--- src/hdl/pst_pkg.sv ---
// Shared types, token kinds and constants for the Pascal subset tokenizer.
package pst_pkg;

  localparam int MaxIdentLength = 32;
  localparam int IdxW = $clog2(MaxIdentLength);
  localparam int LenW = $clog2(MaxIdentLength + 1);

  localparam logic [30:0] NumMax  = 31'h7FFF_FFFF;
  localparam logic [23:0] LineMax = 24'hFF_FFFF;

  typedef enum logic [4:0] {
    K_EOF = 5'd0, K_PROGRAM = 5'd1, K_VAR = 5'd2, K_BEGIN = 5'd3, K_END = 5'd4,
    K_INTEGER = 5'd5, K_BOOLEAN = 5'd6, K_TRUE = 5'd7, K_FALSE = 5'd8,
    K_IDENT = 5'd9, K_NUMBER = 5'd10, K_ASSIGN = 5'd11, K_COLON = 5'd12,
    K_SEMI = 5'd13, K_COMMA = 5'd14, K_PERIOD = 5'd15, K_PLUS = 5'd16,
    K_MINUS = 5'd17, K_STAR = 5'd18, K_SLASH = 5'd19, K_EQUAL = 5'd20,
    K_LESS = 5'd21, K_GREATER = 5'd22, K_UNKNOWN = 5'd23
  } kind_t;

  // Command from the scanner to the emitter
  typedef enum logic [1:0] {
    CMD_SINGLE = 2'd0,  // one result from the fields below
    CMD_IDENT  = 2'd1,  // drain the identifier buffer (or keyword)
    CMD_NONE   = 2'd2   // no result for this item
  } cmd_op_t;

  typedef struct packed {
    cmd_op_t     op;
    kind_t       kind;
    logic [30:0] value;
    logic [23:0] line;
    logic        ovf;
    logic        last_in;   // last command produced by this input
  } cmd_t;

  typedef struct packed {
    kind_t       token_kind;
    logic [30:0] number_value;
    logic [23:0] line_number;
    logic [7:0]  text_char;
    logic [4:0]  text_position;
    logic        last_of_token;
    logic        last_for_input;
    logic        overflowed;
  } result_t;

  typedef struct packed {
    logic [7:0] text_byte;
    logic       end_of_text;
  } item_t;

  function automatic logic [7:0] to_lower(logic [7:0] c);
    if (c >= 8'h41 && c <= 8'h5A) return c + 8'd32;
    return c;
  endfunction

  function automatic kind_t op_kind(logic [7:0] c);
    case (c)
      8'h3B: return K_SEMI;
      8'h2C: return K_COMMA;
      8'h2E: return K_PERIOD;
      8'h2B: return K_PLUS;
      8'h2D: return K_MINUS;
      8'h2A: return K_STAR;
      8'h2F: return K_SLASH;
      8'h3D: return K_EQUAL;
      8'h3C: return K_LESS;
      8'h3E: return K_GREATER;
      default: return K_UNKNOWN;
    endcase
  endfunction

  // Keyword character at position p (zero past the end)
  function automatic logic [7:0] kw_char(int k, int p);
    logic [7:0] w [8][7];
    w[0] = '{"p","r","o","g","r","a","m"};
    w[1] = '{"v","a","r",8'h0,8'h0,8'h0,8'h0};
    w[2] = '{"b","e","g","i","n",8'h0,8'h0};
    w[3] = '{"e","n","d",8'h0,8'h0,8'h0,8'h0};
    w[4] = '{"i","n","t","e","g","e","r"};
    w[5] = '{"b","o","o","l","e","a","n"};
    w[6] = '{"t","r","u","e",8'h0,8'h0,8'h0};
    w[7] = '{"f","a","l","s","e",8'h0,8'h0};
    if (p >= 7) return 8'h0;
    return w[k][p];
  endfunction

  function automatic int kw_len(int k);
    case (k)
      0, 4, 5: return 7;
      1, 3:    return 3;
      2, 7:    return 5;
      default: return 4;
    endcase
  endfunction

endpackage

--- src/hdl/pst_if.sv ---
// Valid/ready stream interface for tokenizer channels.
interface pst_if #(parameter type payload_t = logic) ();
  logic     valid;
  logic     ready;
  payload_t payload;
  modport source (output valid, output payload, input ready);
  modport sink   (input valid, input payload, output ready);
endinterface

--- src/hdl/pst_scan.sv ---
// Front end: classify bytes, track mode, lines, number and identifier.
module pst_scan import pst_pkg::*; (
  input  logic           clk,
  input  logic           rst,
  input  logic           in_valid,
  output logic           in_ready,
  input  item_t          in_item,
  // two commands may come from one byte: flush, then new token
  output logic           cmd_push,
  output cmd_t           cmd0,
  output logic           cmd1_en,
  output cmd_t           cmd1,
  input  logic [1:0]     q_free,
  // identifier buffer write port and snapshot to the back end
  output logic           buf_we,
  output logic [IdxW-1:0] buf_waddr,
  output logic [7:0]     buf_wdata,
  output logic [LenW-1:0] id_len,
  output logic           id_ovf,
  output logic [23:0]    id_line,
  input  logic           drain_busy
);

  typedef enum logic [4:0] {
    M_IDLE = 5'b00001, M_COMMENT = 5'b00010, M_IDENT = 5'b00100,
    M_NUMBER = 5'b01000, M_COLON = 5'b10000
  } mode_t;

  mode_t         mode, mode_next;
  logic [LenW-1:0] ident_length, ident_length_next;
  logic [30:0]   number_accumulator, number_accumulator_next;
  logic [23:0]   line_counter, line_counter_next;
  logic [23:0]   token_start_line, token_start_line_next;
  logic          overflow_seen, overflow_seen_next;

  logic [7:0] c;
  logic is_ws, is_letter, is_digit, is_word;
  logic [34:0] prod;
  logic fire;
  cmd_t f_cmd, s_cmd;
  logic f_en, s_en;

  assign c = in_item.text_byte;
  assign is_ws = (c == 8'd32) || (c >= 8'd9 && c <= 8'd13);
  assign is_letter = (c >= 8'h61 && c <= 8'h7A) || (c >= 8'h41 && c <= 8'h5A);
  assign is_digit = (c >= 8'h30 && c <= 8'h39);
  assign is_word = is_letter || is_digit || (c == 8'h5F);
  assign prod = {4'd0, number_accumulator} * 35'd10 + {31'd0, c[3:0]};

  // Stall while the emitter still reads the buffer, or the queue is short
  assign in_ready = (q_free == 2'd2) && !drain_busy;
  assign fire = in_valid && in_ready;

  always_comb begin
    mode_next = mode;
    ident_length_next = ident_length;
    number_accumulator_next = number_accumulator;
    line_counter_next = line_counter;
    token_start_line_next = token_start_line;
    overflow_seen_next = overflow_seen;
    buf_we = 1'b0;
    buf_waddr = '0;
    buf_wdata = c;
    f_en = 1'b0;
    s_en = 1'b0;
    f_cmd = '{op: CMD_SINGLE, kind: K_EOF, value: '0, line: token_start_line,
              ovf: 1'b0, last_in: 1'b0};
    s_cmd = '{op: CMD_SINGLE, kind: K_EOF, value: '0, line: line_counter,
              ovf: 1'b0, last_in: 1'b0};
    if (in_item.end_of_text) begin
      // flush pending token, then EOF
      unique case (mode)
        M_IDENT:  begin f_en = 1'b1; f_cmd.op = CMD_IDENT; end
        M_NUMBER: begin f_en = 1'b1; f_cmd.kind = K_NUMBER;
                        f_cmd.value = number_accumulator; f_cmd.ovf = overflow_seen; end
        M_COLON:  begin f_en = 1'b1; f_cmd.kind = K_COLON; end
        default:  ;
      endcase
      s_en = 1'b1;
      s_cmd.kind = K_EOF;
      line_counter_next = 24'd1;
      // keep the start line: the emitter still reads it while it drains the
      // flushed identifier, and every new token sets it again
      mode_next = M_IDLE;
    end else begin
      logic rescan;
      rescan = 1'b0;
      unique case (mode)
        M_COMMENT: begin
          if (c == 8'h7D) mode_next = M_IDLE;
          else if (c == 8'd10 && line_counter < LineMax)
            line_counter_next = line_counter + 24'd1;
        end
        M_IDENT: begin
          if (is_word) begin
            if (ident_length < LenW'(MaxIdentLength)) begin
              buf_we = fire;
              buf_waddr = ident_length[IdxW-1:0];
              ident_length_next = ident_length + 1'b1;
            end else overflow_seen_next = 1'b1;
          end else begin
            f_en = 1'b1; f_cmd.op = CMD_IDENT; rescan = 1'b1;
          end
        end
        M_NUMBER: begin
          if (is_digit) begin
            if (prod > {4'd0, NumMax}) begin
              number_accumulator_next = NumMax;
              overflow_seen_next = 1'b1;
            end else number_accumulator_next = prod[30:0];
          end else begin
            f_en = 1'b1; f_cmd.kind = K_NUMBER;
            f_cmd.value = number_accumulator; f_cmd.ovf = overflow_seen; rescan = 1'b1;
          end
        end
        M_COLON: begin
          if (c == 8'h3D) begin
            f_en = 1'b1; f_cmd.kind = K_ASSIGN; mode_next = M_IDLE;
          end else begin
            f_en = 1'b1; f_cmd.kind = K_COLON; rescan = 1'b1;
          end
        end
        default: rescan = 1'b1;
      endcase
      // Scan the byte from idle
      if (rescan) begin
        mode_next = M_IDLE;
        if (is_ws) begin
          if (c == 8'd10 && line_counter < LineMax)
            line_counter_next = line_counter + 24'd1;
        end else if (c == 8'h7B) begin
          mode_next = M_COMMENT;
        end else if (is_letter || c == 8'h5F) begin
          token_start_line_next = line_counter;
          buf_we = fire;
          buf_waddr = '0;
          ident_length_next = LenW'(1);
          overflow_seen_next = 1'b0;
          mode_next = M_IDENT;
        end else if (is_digit) begin
          token_start_line_next = line_counter;
          number_accumulator_next = {27'd0, c[3:0]};
          overflow_seen_next = 1'b0;
          mode_next = M_NUMBER;
        end else if (c == 8'h3A) begin
          token_start_line_next = line_counter;
          mode_next = M_COLON;
        end else begin
          token_start_line_next = line_counter;
          s_en = 1'b1;
          s_cmd.kind = op_kind(c);
        end
      end
    end
    // Pack commands; mark the last one of this input
    f_cmd.last_in = !s_en;
    s_cmd.last_in = 1'b1;
    if (!f_en && !s_en) begin
      cmd0 = '{op: CMD_NONE, kind: K_EOF, value: '0, line: '0, ovf: 1'b0, last_in: 1'b1};
      cmd1_en = 1'b0;
      cmd1 = s_cmd;
    end else if (f_en) begin
      cmd0 = f_cmd;
      cmd1_en = s_en;
      cmd1 = s_cmd;
    end else begin
      cmd0 = s_cmd;
      cmd1_en = 1'b0;
      cmd1 = s_cmd;
    end
  end

  // Push a command only for bytes that make results
  assign cmd_push = fire && (cmd0.op != CMD_NONE);
  assign id_len = ident_length;
  assign id_ovf = overflow_seen;
  assign id_line = token_start_line;

  always_ff @(posedge clk) begin
    if (rst) begin
      mode <= M_IDLE;
      ident_length <= '0;
      number_accumulator <= '0;
      line_counter <= 24'd1;
      token_start_line <= 24'd1;
      overflow_seen <= 1'b0;
    end else if (fire) begin
      mode <= mode_next;
      ident_length <= ident_length_next;
      number_accumulator <= number_accumulator_next;
      line_counter <= line_counter_next;
      token_start_line <= token_start_line_next;
      overflow_seen <= overflow_seen_next;
    end
  end

endmodule

--- src/hdl/pst_queue.sv ---
// Two-entry command queue between the scanner and the emitter.
module pst_queue import pst_pkg::*; (
  input  logic       clk,
  input  logic       rst,
  input  logic       push,
  input  cmd_t       d0,
  input  logic       d1_en,
  input  cmd_t       d1,
  output logic [1:0] free,
  output logic       head_valid,
  output cmd_t       head,
  input  logic       pop
);

  cmd_t       slot [2];
  logic [1:0] count;

  assign head_valid = (count != 2'd0);
  assign head = slot[0];
  assign free = 2'd2 - count;

  // Shift on pop, append one or two commands on push (the scanner pushes only when empty)
  always_ff @(posedge clk) begin
    if (pop) slot[0] <= slot[1];
    if (push) begin
      if (count == 2'd0 || (count == 2'd1 && pop)) begin
        slot[0] <= d0;
        slot[1] <= d1;
      end else begin
        slot[1] <= d0;
      end
    end
  end

  always_ff @(posedge clk) begin
    if (rst) count <= '0;
    else count <= count - {1'b0, pop} + (push ? (d1_en ? 2'd2 : 2'd1) : 2'd0);
  end

endmodule

--- src/hdl/pst_emit.sv ---
// Back end: hold the identifier buffer, match keywords, emit result words.
module pst_emit import pst_pkg::*; (
  input  logic            clk,
  input  logic            rst,
  input  logic            head_valid,
  input  cmd_t            head,
  output logic            pop,
  input  logic            buf_we,
  input  logic [IdxW-1:0] buf_waddr,
  input  logic [7:0]      buf_wdata,
  input  logic [LenW-1:0] id_len,
  input  logic            id_ovf,
  input  logic [23:0]     id_line,
  output logic            busy,
  output logic            out_valid,
  input  logic            out_ready,
  output result_t         out_data
);

  logic [7:0] ident_buffer [MaxIdentLength];
  logic [LenW-1:0] pos;
  logic [7:0] kw_hit;
  logic [7:0] ch;
  kind_t kw_kind;
  logic kw;
  logic slot_free, last_ch, adv;

  // Keyword match over the buffer (buffer entries past length not compared)
  always_comb begin
    kw_hit = '0;
    for (int k = 0; k < 8; k++) begin
      logic ok;
      ok = (id_len == LenW'(kw_len(k)));
      for (int p = 0; p < 7; p++)
        if (p < kw_len(k) && to_lower(ident_buffer[p]) != kw_char(k, p)) ok = 1'b0;
      kw_hit[k] = ok;
    end
    kw_kind = K_IDENT;
    for (int k = 7; k >= 0; k--)
      if (kw_hit[k]) kw_kind = kind_t'(5'(k + 1));
    kw = !id_ovf && (kw_kind != K_IDENT);
  end

  always_ff @(posedge clk) begin
    if (buf_we) ident_buffer[buf_waddr] <= buf_wdata;
  end

  assign ch = ident_buffer[pos[IdxW-1:0]];
  assign slot_free = !out_valid || out_ready;
  assign last_ch = (pos + 1'b1 == id_len);
  assign adv = head_valid && slot_free;
  assign pop = adv && (head.op != CMD_IDENT || kw || last_ch);
  assign busy = head_valid && head.op == CMD_IDENT;

  // Step through identifier characters one per cycle while the output slot is free
  always_ff @(posedge clk) begin
    if (rst) pos <= '0;
    else if (adv && head.op == CMD_IDENT && !kw) pos <= last_ch ? '0 : pos + 1'b1;
  end

  // Output register
  always_ff @(posedge clk) begin
    if (rst) out_valid <= 1'b0;
    else if (slot_free) out_valid <= adv;
  end

  always_ff @(posedge clk) begin
    if (adv) begin
      out_data.line_number <= head.line;
      out_data.text_char <= '0;
      out_data.text_position <= '0;
      out_data.last_of_token <= 1'b1;
      out_data.last_for_input <= head.last_in;
      out_data.token_kind <= head.kind;
      out_data.number_value <= head.value;
      out_data.overflowed <= head.ovf;
      if (head.op == CMD_IDENT) begin
        out_data.line_number <= id_line;
        if (kw) begin
          out_data.token_kind <= kw_kind;
          out_data.number_value <= (kw_kind == K_TRUE) ? 31'd1 : 31'd0;
          out_data.overflowed <= 1'b0;
        end else begin
          out_data.token_kind <= K_IDENT;
          out_data.number_value <= '0;
          out_data.text_char <= ch;
          out_data.text_position <= pos[4:0];
          out_data.last_of_token <= last_ch;
          out_data.last_for_input <= head.last_in && last_ch;
          out_data.overflowed <= id_ovf;
        end
      end
    end
  end

endmodule

--- src/hdl/pascal_subset_tokenizer_core.sv ---
// Top level of the Pascal subset tokenizer.
//  channel | dir | payload
//  in_ch   | in  | text_byte[8], end_of_text[1]
//  out_ch  | out | token_kind .. overflowed (see result_t)
// Input waits until the two-entry command queue is empty and, when an
// identifier is flushed, until its characters have drained from the buffer.
// Reset (rst, synchronous) empties the queue and output register and restores
// line 1. Output stalls hold the word.
module pascal_subset_tokenizer_core import pst_pkg::*; (
  input logic clk,
  input logic rst,
  pst_if.sink   in_ch,
  pst_if.source out_ch
);

  logic cmd_push, cmd1_en, head_valid, pop, buf_we, id_ovf, busy;
  cmd_t cmd0, cmd1, head;
  logic [1:0] q_free;
  logic [IdxW-1:0] buf_waddr;
  logic [7:0] buf_wdata;
  logic [LenW-1:0] id_len;
  logic [23:0] id_line;
  item_t item;
  result_t res;

  assign item = in_ch.payload;
  assign out_ch.payload = res;

  pst_scan u_scan (
    .clk, .rst, .in_valid(in_ch.valid), .in_ready(in_ch.ready), .in_item(item),
    .cmd_push, .cmd0, .cmd1_en, .cmd1, .q_free, .buf_we, .buf_waddr, .buf_wdata,
    .id_len, .id_ovf, .id_line, .drain_busy(busy)
  );

  pst_queue u_queue (
    .clk, .rst, .push(cmd_push), .d0(cmd0), .d1_en(cmd1_en), .d1(cmd1),
    .free(q_free), .head_valid, .head, .pop
  );

  pst_emit u_emit (
    .clk, .rst, .head_valid, .head, .pop, .buf_we, .buf_waddr, .buf_wdata,
    .id_len, .id_ovf, .id_line, .busy, .out_valid(out_ch.valid),
    .out_ready(out_ch.ready), .out_data(res)
  );

`ifndef ASSERT_OFF
  a_push_empty: assert property (@(posedge clk) disable iff (rst)
    cmd_push |-> q_free == 2'd2) else $error("push into busy queue");
  a_no_write_drain: assert property (@(posedge clk) disable iff (rst)
    busy |-> !buf_we) else $error("buffer written while draining");
  a_hold: assert property (@(posedge clk) disable iff (rst)
    out_ch.valid && !out_ch.ready |=> out_ch.valid && $stable(res))
    else $error("result dropped under stall");
`endif

endmodule
--- src/flat_wrapper.sv ---
// flat-port wrapper written by rule: the top's interface ports become plain ports
module pascal_subset_tokenizer_core_flat import pst_pkg::*;
  (clk, rst, in_ch_valid, in_ch_payload, in_ch_ready, out_ch_valid, out_ch_payload, out_ch_ready);
  pst_if in_ch_i ();
  pst_if out_ch_i ();
  input logic clk;
  input logic rst;
  input wire logic [$bits(in_ch_i.valid)-1:0] in_ch_valid;
  input wire logic [$bits(in_ch_i.payload)-1:0] in_ch_payload;
  output wire logic [$bits(in_ch_i.ready)-1:0] in_ch_ready;
  output wire logic [$bits(out_ch_i.valid)-1:0] out_ch_valid;
  output wire logic [$bits(out_ch_i.payload)-1:0] out_ch_payload;
  input wire logic [$bits(out_ch_i.ready)-1:0] out_ch_ready;
  assign in_ch_i.valid = in_ch_valid;
  assign in_ch_i.payload = in_ch_payload;
  assign in_ch_ready = in_ch_i.ready;
  assign out_ch_valid = out_ch_i.valid;
  assign out_ch_payload = out_ch_i.payload;
  assign out_ch_i.ready = out_ch_ready;
  pascal_subset_tokenizer_core u_core (.clk(clk), .rst(rst), .in_ch(in_ch_i), .out_ch(out_ch_i));
endmodule
--- config.mk ---
export PLATFORM = sky130hd
export DESIGN_NAME = pascal_subset_tokenizer_core_flat
export DESIGN_NICKNAME = d
export VERILOG_FILES = /design/src/hdl/pst_pkg.sv /design/src/hdl/pst_if.sv /design/src/hdl/pst_scan.sv /design/src/hdl/pst_queue.sv /design/src/hdl/pst_emit.sv /design/src/hdl/pascal_subset_tokenizer_core.sv /design/src/flat_wrapper.sv
export SDC_FILE = /design/constraint.sdc
export NUM_CORES = 1
export LEC_CHECK = 0
export ABC_AREA = 0
export CORE_MARGIN = 2
export CORE_UTILIZATION = 35
export CTS_CLUSTER_DIAMETER = 40
export DETAILED_ROUTE_END_ITERATION = 12
export DONT_BUFFER_PORTS = 1
export PLACE_DENSITY_LB_ADDON = 0.3
export SLEW_MARGIN = 20
export SYNTH_ARGS = -nofsm -noshare
export SYNTH_HDL_FRONTEND = slang
export SYNTH_SLANG_ARGS = --single-unit
--- constraint.sdc ---
create_clock -name clk -period 6.5 [get_ports clk]
set_clock_uncertainty 0.15 [all_clocks]
set_input_delay 0.975 -clock clk [delete_from_list [all_inputs] [get_ports clk]]
set_output_delay 0.975 -clock clk [all_outputs]
set_load 0.05 [all_outputs]
* After elaboration in Yosys (flattened, before gate mapping)
Memory sizes are Yosys's and may differ from the RTL's.
Index checks and enable logic that the tools add are counted.
** Storage, ports and cells
- Bits in latches :: 0
- Memories kept :: 1
- Logic and storage cells :: 71
- Flip-flop bits (word level) :: 15
- Output and inout port bits :: 3
- Bits in read-only memories :: 0
- Bits in writable memories :: 128
** Memory list
- u_core.u_queue.slot :: depth 2, width 64, rd ports 2, clocked after Yosys merged registers in 0, write ports 2, line pst_queue.sv:15 : cmd_t slot [2];
** Operators by class
- Add/sub/neg operators :: 4
- Bitwise operators :: 2
- Shifts and indexed selects :: 0
- Reductions and logical operators :: 22
- Equality and inequality tests :: 9
- Multipliers :: 0
- Mux-type cells :: 28
- Magnitude comparators :: 0
- Div/mod/pow operators :: 0
** Operator list (number)
- $mux W64 :: 4
- $mux W5 :: 4
- $mux W1 :: 16
- $logic_and A1 B1 Y1 :: 9
- $pmux W4 S2 :: 1
- $add A6 B1 Y6 const B :: 1
- $logic_not A6 Y1 :: 1
- $mux W6 :: 1
- $eq A5 B2 Y1 const B :: 1
- $eq A5 B3 Y1 const B :: 1
- $eq A5 B4 Y1 const B :: 1
- $eq A5 B5 Y1 const B :: 1
- $eq A2 B1 Y1 const B :: 2
- $logic_not A1 Y1 :: 4
- $mux W2 :: 2
- $reduce_bool A2 Y1 :: 2
- $logic_or A1 B1 Y1 :: 3
- $reduce_or A3 Y1 :: 1
- $add A2 B2 Y2 :: 1
- $eq A2 B2 Y1 const B :: 1
- $logic_not A2 Y1 :: 1
- $ne A2 B1 Y1 const B :: 1
- $ne A2 B2 Y1 const B :: 1
- $or A1 B1 Y1 :: 2
- 3 further kinds :: 3

* Logic depth before layout (Yosys ltp)
- Depth in word-level cells :: 13
- Depth in mapped cells :: 10
- Mapped depth without buffers :: 10

* Hierarchy
A second synthesis with hierarchy kept.
** Second synthesis, totals
- Cell total of the unflattened synthesis :: 2196
- Area total of the unflattened synthesis :: 28452.3 sq um
** Modules (own cells, without submodules)
- pst_emit :: cells each 840, area an instance 14452.6 sq um, times used 1
- pst_scan :: cells each 1063, area an instance 8036.5 sq um, times used 1
- pst_queue :: cells each 292, area an instance 5959.5 sq um, times used 1
- pascal_subset_tokenizer_core :: cells each 1, area an instance 3.8 sq um, times used 1

* Least setup slack after synthesis
OpenSTA, ideal clock, no wires.
- Path kind :: input -> register
- From :: input port out_ch_ready
- To :: register u_core.u_queue.count[1]
- Stages :: 9
- Path buffers :: 0
- Setup slack :: 3.913 ns
- Arrival time :: 2.309 ns
- Path through :: nor2b_1 nor2_1 a21boi_0 ha_1 inv_1 ha_1 xor2_1 xnor2_1 nor2_1
** On the way
- Longest elaborated chain between the ends :: 5
** Ends and longest elaborated chain
- start: declaration :: line flat_wrapper.sv:13 : input wire logic [$bits(out_ch_i.ready)-1:0] out_ch_ready;
- $logic_or A1 B1 Y1 :: line pst_emit.sv:49 : assign slot_free = !out_valid || out_ready;
- $logic_and A1 B1 Y1 :: line pst_emit.sv:51 : assign adv = head_valid && slot_free;
- net u_core.u_emit.adv :: line pst_emit.sv:26 : logic slot_free, last_ch, adv;
- $logic_and A1 B1 Y1 :: line pst_emit.sv:52 : assign pop = adv && (head.op != CMD_IDENT || kw || last_ch);
- $sub A2 B1 Y2 :: line pst_queue.sv:37 : else count <= count - {1'b0, pop} + (push ? (d1_en ? 2'd2 : 2'd1) : 2'd0);
- $add A2 B2 Y2 :: line pst_queue.sv:37
- end signal: assignment :: line pst_queue.sv:37
- end: declaration :: line pst_queue.sv:16 : logic [1:0] count;
The timed path passes the listed nets, and every way through them passes these cells.
A chain may end at the register's enable or synchronous reset.

* Worst setup path in the final report
- From :: register u_core.u_emit.out_valid
- To :: register u_core.u_queue.count[1]
** On the way
- Longest elaborated chain between the ends :: 6
** Ends and longest elaborated chain
- start: declaration :: line pst_emit.sv:15 : output logic out_valid,
- start signal: assignment :: line pst_emit.sv:64 : else if (slot_free) out_valid <= adv;
- $logic_not A1 Y1 :: line pst_emit.sv:49
- $logic_or A1 B1 Y1 :: line pst_emit.sv:49
- $logic_and A1 B1 Y1 :: line pst_emit.sv:51
- net u_core.u_emit.adv :: line pst_emit.sv:26
- $logic_and A1 B1 Y1 :: line pst_emit.sv:52
- $sub A2 B1 Y2 :: line pst_queue.sv:37
- $add A2 B2 Y2 :: line pst_queue.sv:37
The timed path passes the listed nets, and every way through them passes these cells.

==> results.tsv <==
metric	value	unit
status	finished, final reports clean	
end_kind	flop	
grt_overflow	0	
grt_usage	0.107	
portBuffers	0	
timing.slew.headroom	0.462	
synth_seq_cells	16	
wl_per_cell	11.0	µm
ctsResizeCount	0	
fmax	400	MHz
io_pins	8	
cts_buffer_depth	2	
dp_cells	97	
tightest_slew	0.805	ns
leakage	0.000287	µW
layout.cells.non_filler	101	
cts_buffers	3	
hold_violations	0	
internal_power	185	µW
synth_seq_area_share	0.505	
p_per_area	391	nW/µm²
hold_path.class	flop to flop	
min_period	2.50	ns
cts_tree	yes	
die_area	2410	µm²
synth_nets	79	
gp_congestion	0.740	
p_seq_frac	0.520	
antenna_left	0	
cts_max_level	1	
post_cts_buffers	0	
grt_pass1_vias	469	
swShare	0.384	
cp-start-kind	flop	
synth_cell_types	28	
p_clk_frac	0.179	
die_y	49.1	µm
die_x	49.1	µm
drt_first_pass_iters	2	
maxCapViolCount	0	
clockRootBuffer	clkbuf_4	
cts_hold_buf	0	
ir_worst_vdd	0.177	mV
grt_antenna_before_repair	0	
drcViolationCount	0	
crit_chain	nor2b_1, nor2_1, a21boi_0, ha_1, inv_1, ha_1, xor2_1, xnor2_1, nor2_1	
cts_sinks	16	
row_count	16	
cp_slowest_stage_delay	0.64	ns
period_share	0.384	
areaGrowthSynthToFinish	7.89	%
insertion_delay	0.28	ns
drive_gt1_frac	0.0946	
drt-initial-drc-count	7	
cp_slowest_cell	dfxtp_1	
nNetsFinal	83	
diodes	0	
finalSetupViolations	0	
syn-cell-area	713	µm²
crit_path_max_fanout	6	
tns	0	ns
syn_inst	71	
worstSetupPathType	flop to flop	
crit_arrival	2.53	ns
crit_required	6.53	ns
worstPathBufferInverterCount	1	
rsz0062_at_grt	no	
clkTransAtPathRegs	0.09	ns
core	1940	µm²
pwr-share-comb	0.301	
n_fill_cell	195	
grt_pass1_wl	1920	µm
wirelength	1110	µm
viasPerCell	4.67	
grt_start_max_net_pins	11	
p_sw	116	µW
avgSynthCellArea	10.0	µm²
yosysWarnings	0	
initial_core_util	0.367	
dp_hpwl	805	µm
path_delay_family	flip-flops	
vias	472	
drv_slew	0	
==> power groups by stage <==
stage | Clock [µW] | Combinational [µW] | Sequential (µW)
floorplan | 0 | 79.2 | 156
global route | 60.8 | 103 | 159
finish | 53.8 | 90.6 | 157
global placement | 0 | 89.1 | 159
detailed placement | 0 | 92.0 | 159
CTS | 55.8 | 92.3 | 157
==> cells in the final DEF, fill, tap and decap left out, drive strengths merged, types with 2 or more instances in the layout <==
cell    count
dfxtp      12
xor2        2
inv         3
edfxtp      4
nor2       10
nor2b       3
ha          3
clkbuf      4
and2        7
nand3       3
nand2       3
a21oi       2
nor3        2
xnor2       3
==> Yosys cell counts <==
cell type,instances,share of area
a2111oi_0,1,0.012
a21boi_0,1,0.011
a21oi_1,2,0.014
a31o_2,1,0.012
a31oi_1,1,0.0088
and2_1,7,0.061
clkbuf_1,1,0.0053
dfxtp_1,12,0.34
edfxtp_1,4,0.17
ha_1,3,0.053
inv_1,3,0.016
mux2i_1,1,0.014
nand2_1,3,0.016
nand2b_4,1,0.019
nand3_1,3,0.021
nor2_1,9,0.047
nor2_2,1,0.0088
nor2b_1,3,0.026
nor3_1,2,0.014
nor3b_1,1,0.011
nor4_1,1,0.0088
nor4b_1,1,0.012
o211ai_1,1,0.011
o21ai_0,1,0.0070
or3_1,1,0.0088
or4_4,1,0.016
xnor2_1,3,0.037
xor2_1,2,0.025
==> state kept, by name, indices dropped and copies added (netlist names) <==
signal,count
u_core.u_emit.out_data,1
u_core.u_emit.out_valid,1
u_core.u_queue.count,2
u_core.u_queue.slot,6
u_core.u_emit.pos,6
==> final timing paths <==
path	start	endpoint	slack, ns	cells after the start
worst min-delay path	u_core.u_queue.slot[1][63]	u_core.u_queue.slot[1][63]	0.31	1
worst max register to register	u_core.u_emit.out_valid	u_core.u_queue.count[1]	4.00	9
worst max-delay path	u_core.u_emit.out_valid	u_core.u_queue.count[1]	4.00	9
worst min register to register	u_core.u_queue.slot[1][63]	u_core.u_queue.slot[1][63]	0.31	1
==> routing by layer <==
layer	up-vias	part of all wire	global-route usage	routed length, µm
li1	252	-	-	-
met1	212	0.50	0.132	557
met2	6	0.45	0.155	496
met3	2	0.035	0.0307	39
met4	0	0.013	0.0857	14
met5	-	0	0	0
==> cell type report <==
class                           count  area, µm²  share of cell area
Sequential cell                    16        360               0.468
Tap cell                           27       33.8              0.0439
Multi-Input combinational cell     51        338               0.439
Clock buffer                        4       26.3              0.0341
Inverter                            3       11.3              0.0146
==> cells by family after synthesis <==
group	after synthesis	share of synthesized area
and+or+nand+nor	34	0.270
buffers and inverters	4	0.0210
xor gates and xnor gates	5	0.0614
DFF	16	0.505
AOI/OAI and AO/OA	8	0.0755
adders and majority gates	3	0.0526
muxes	1	0.0140
==> per-stage QoR <==
stage                     hold WS [ns]  worst slack (ns)   util  total power, µW  area [µm²]
after floorplan                  0.271              3.91      -              235         713
after global placement           0.284              3.77  0.383              248         743
after global routing             0.325              3.81  0.396              323         769
after CTS                        0.312              4.00  0.396              305         769
after detailed placement         0.287              3.75  0.383              251         743
final                            0.307              4.00  0.396              301         769
Note: power is estimated with default switching activity, not from simulation.
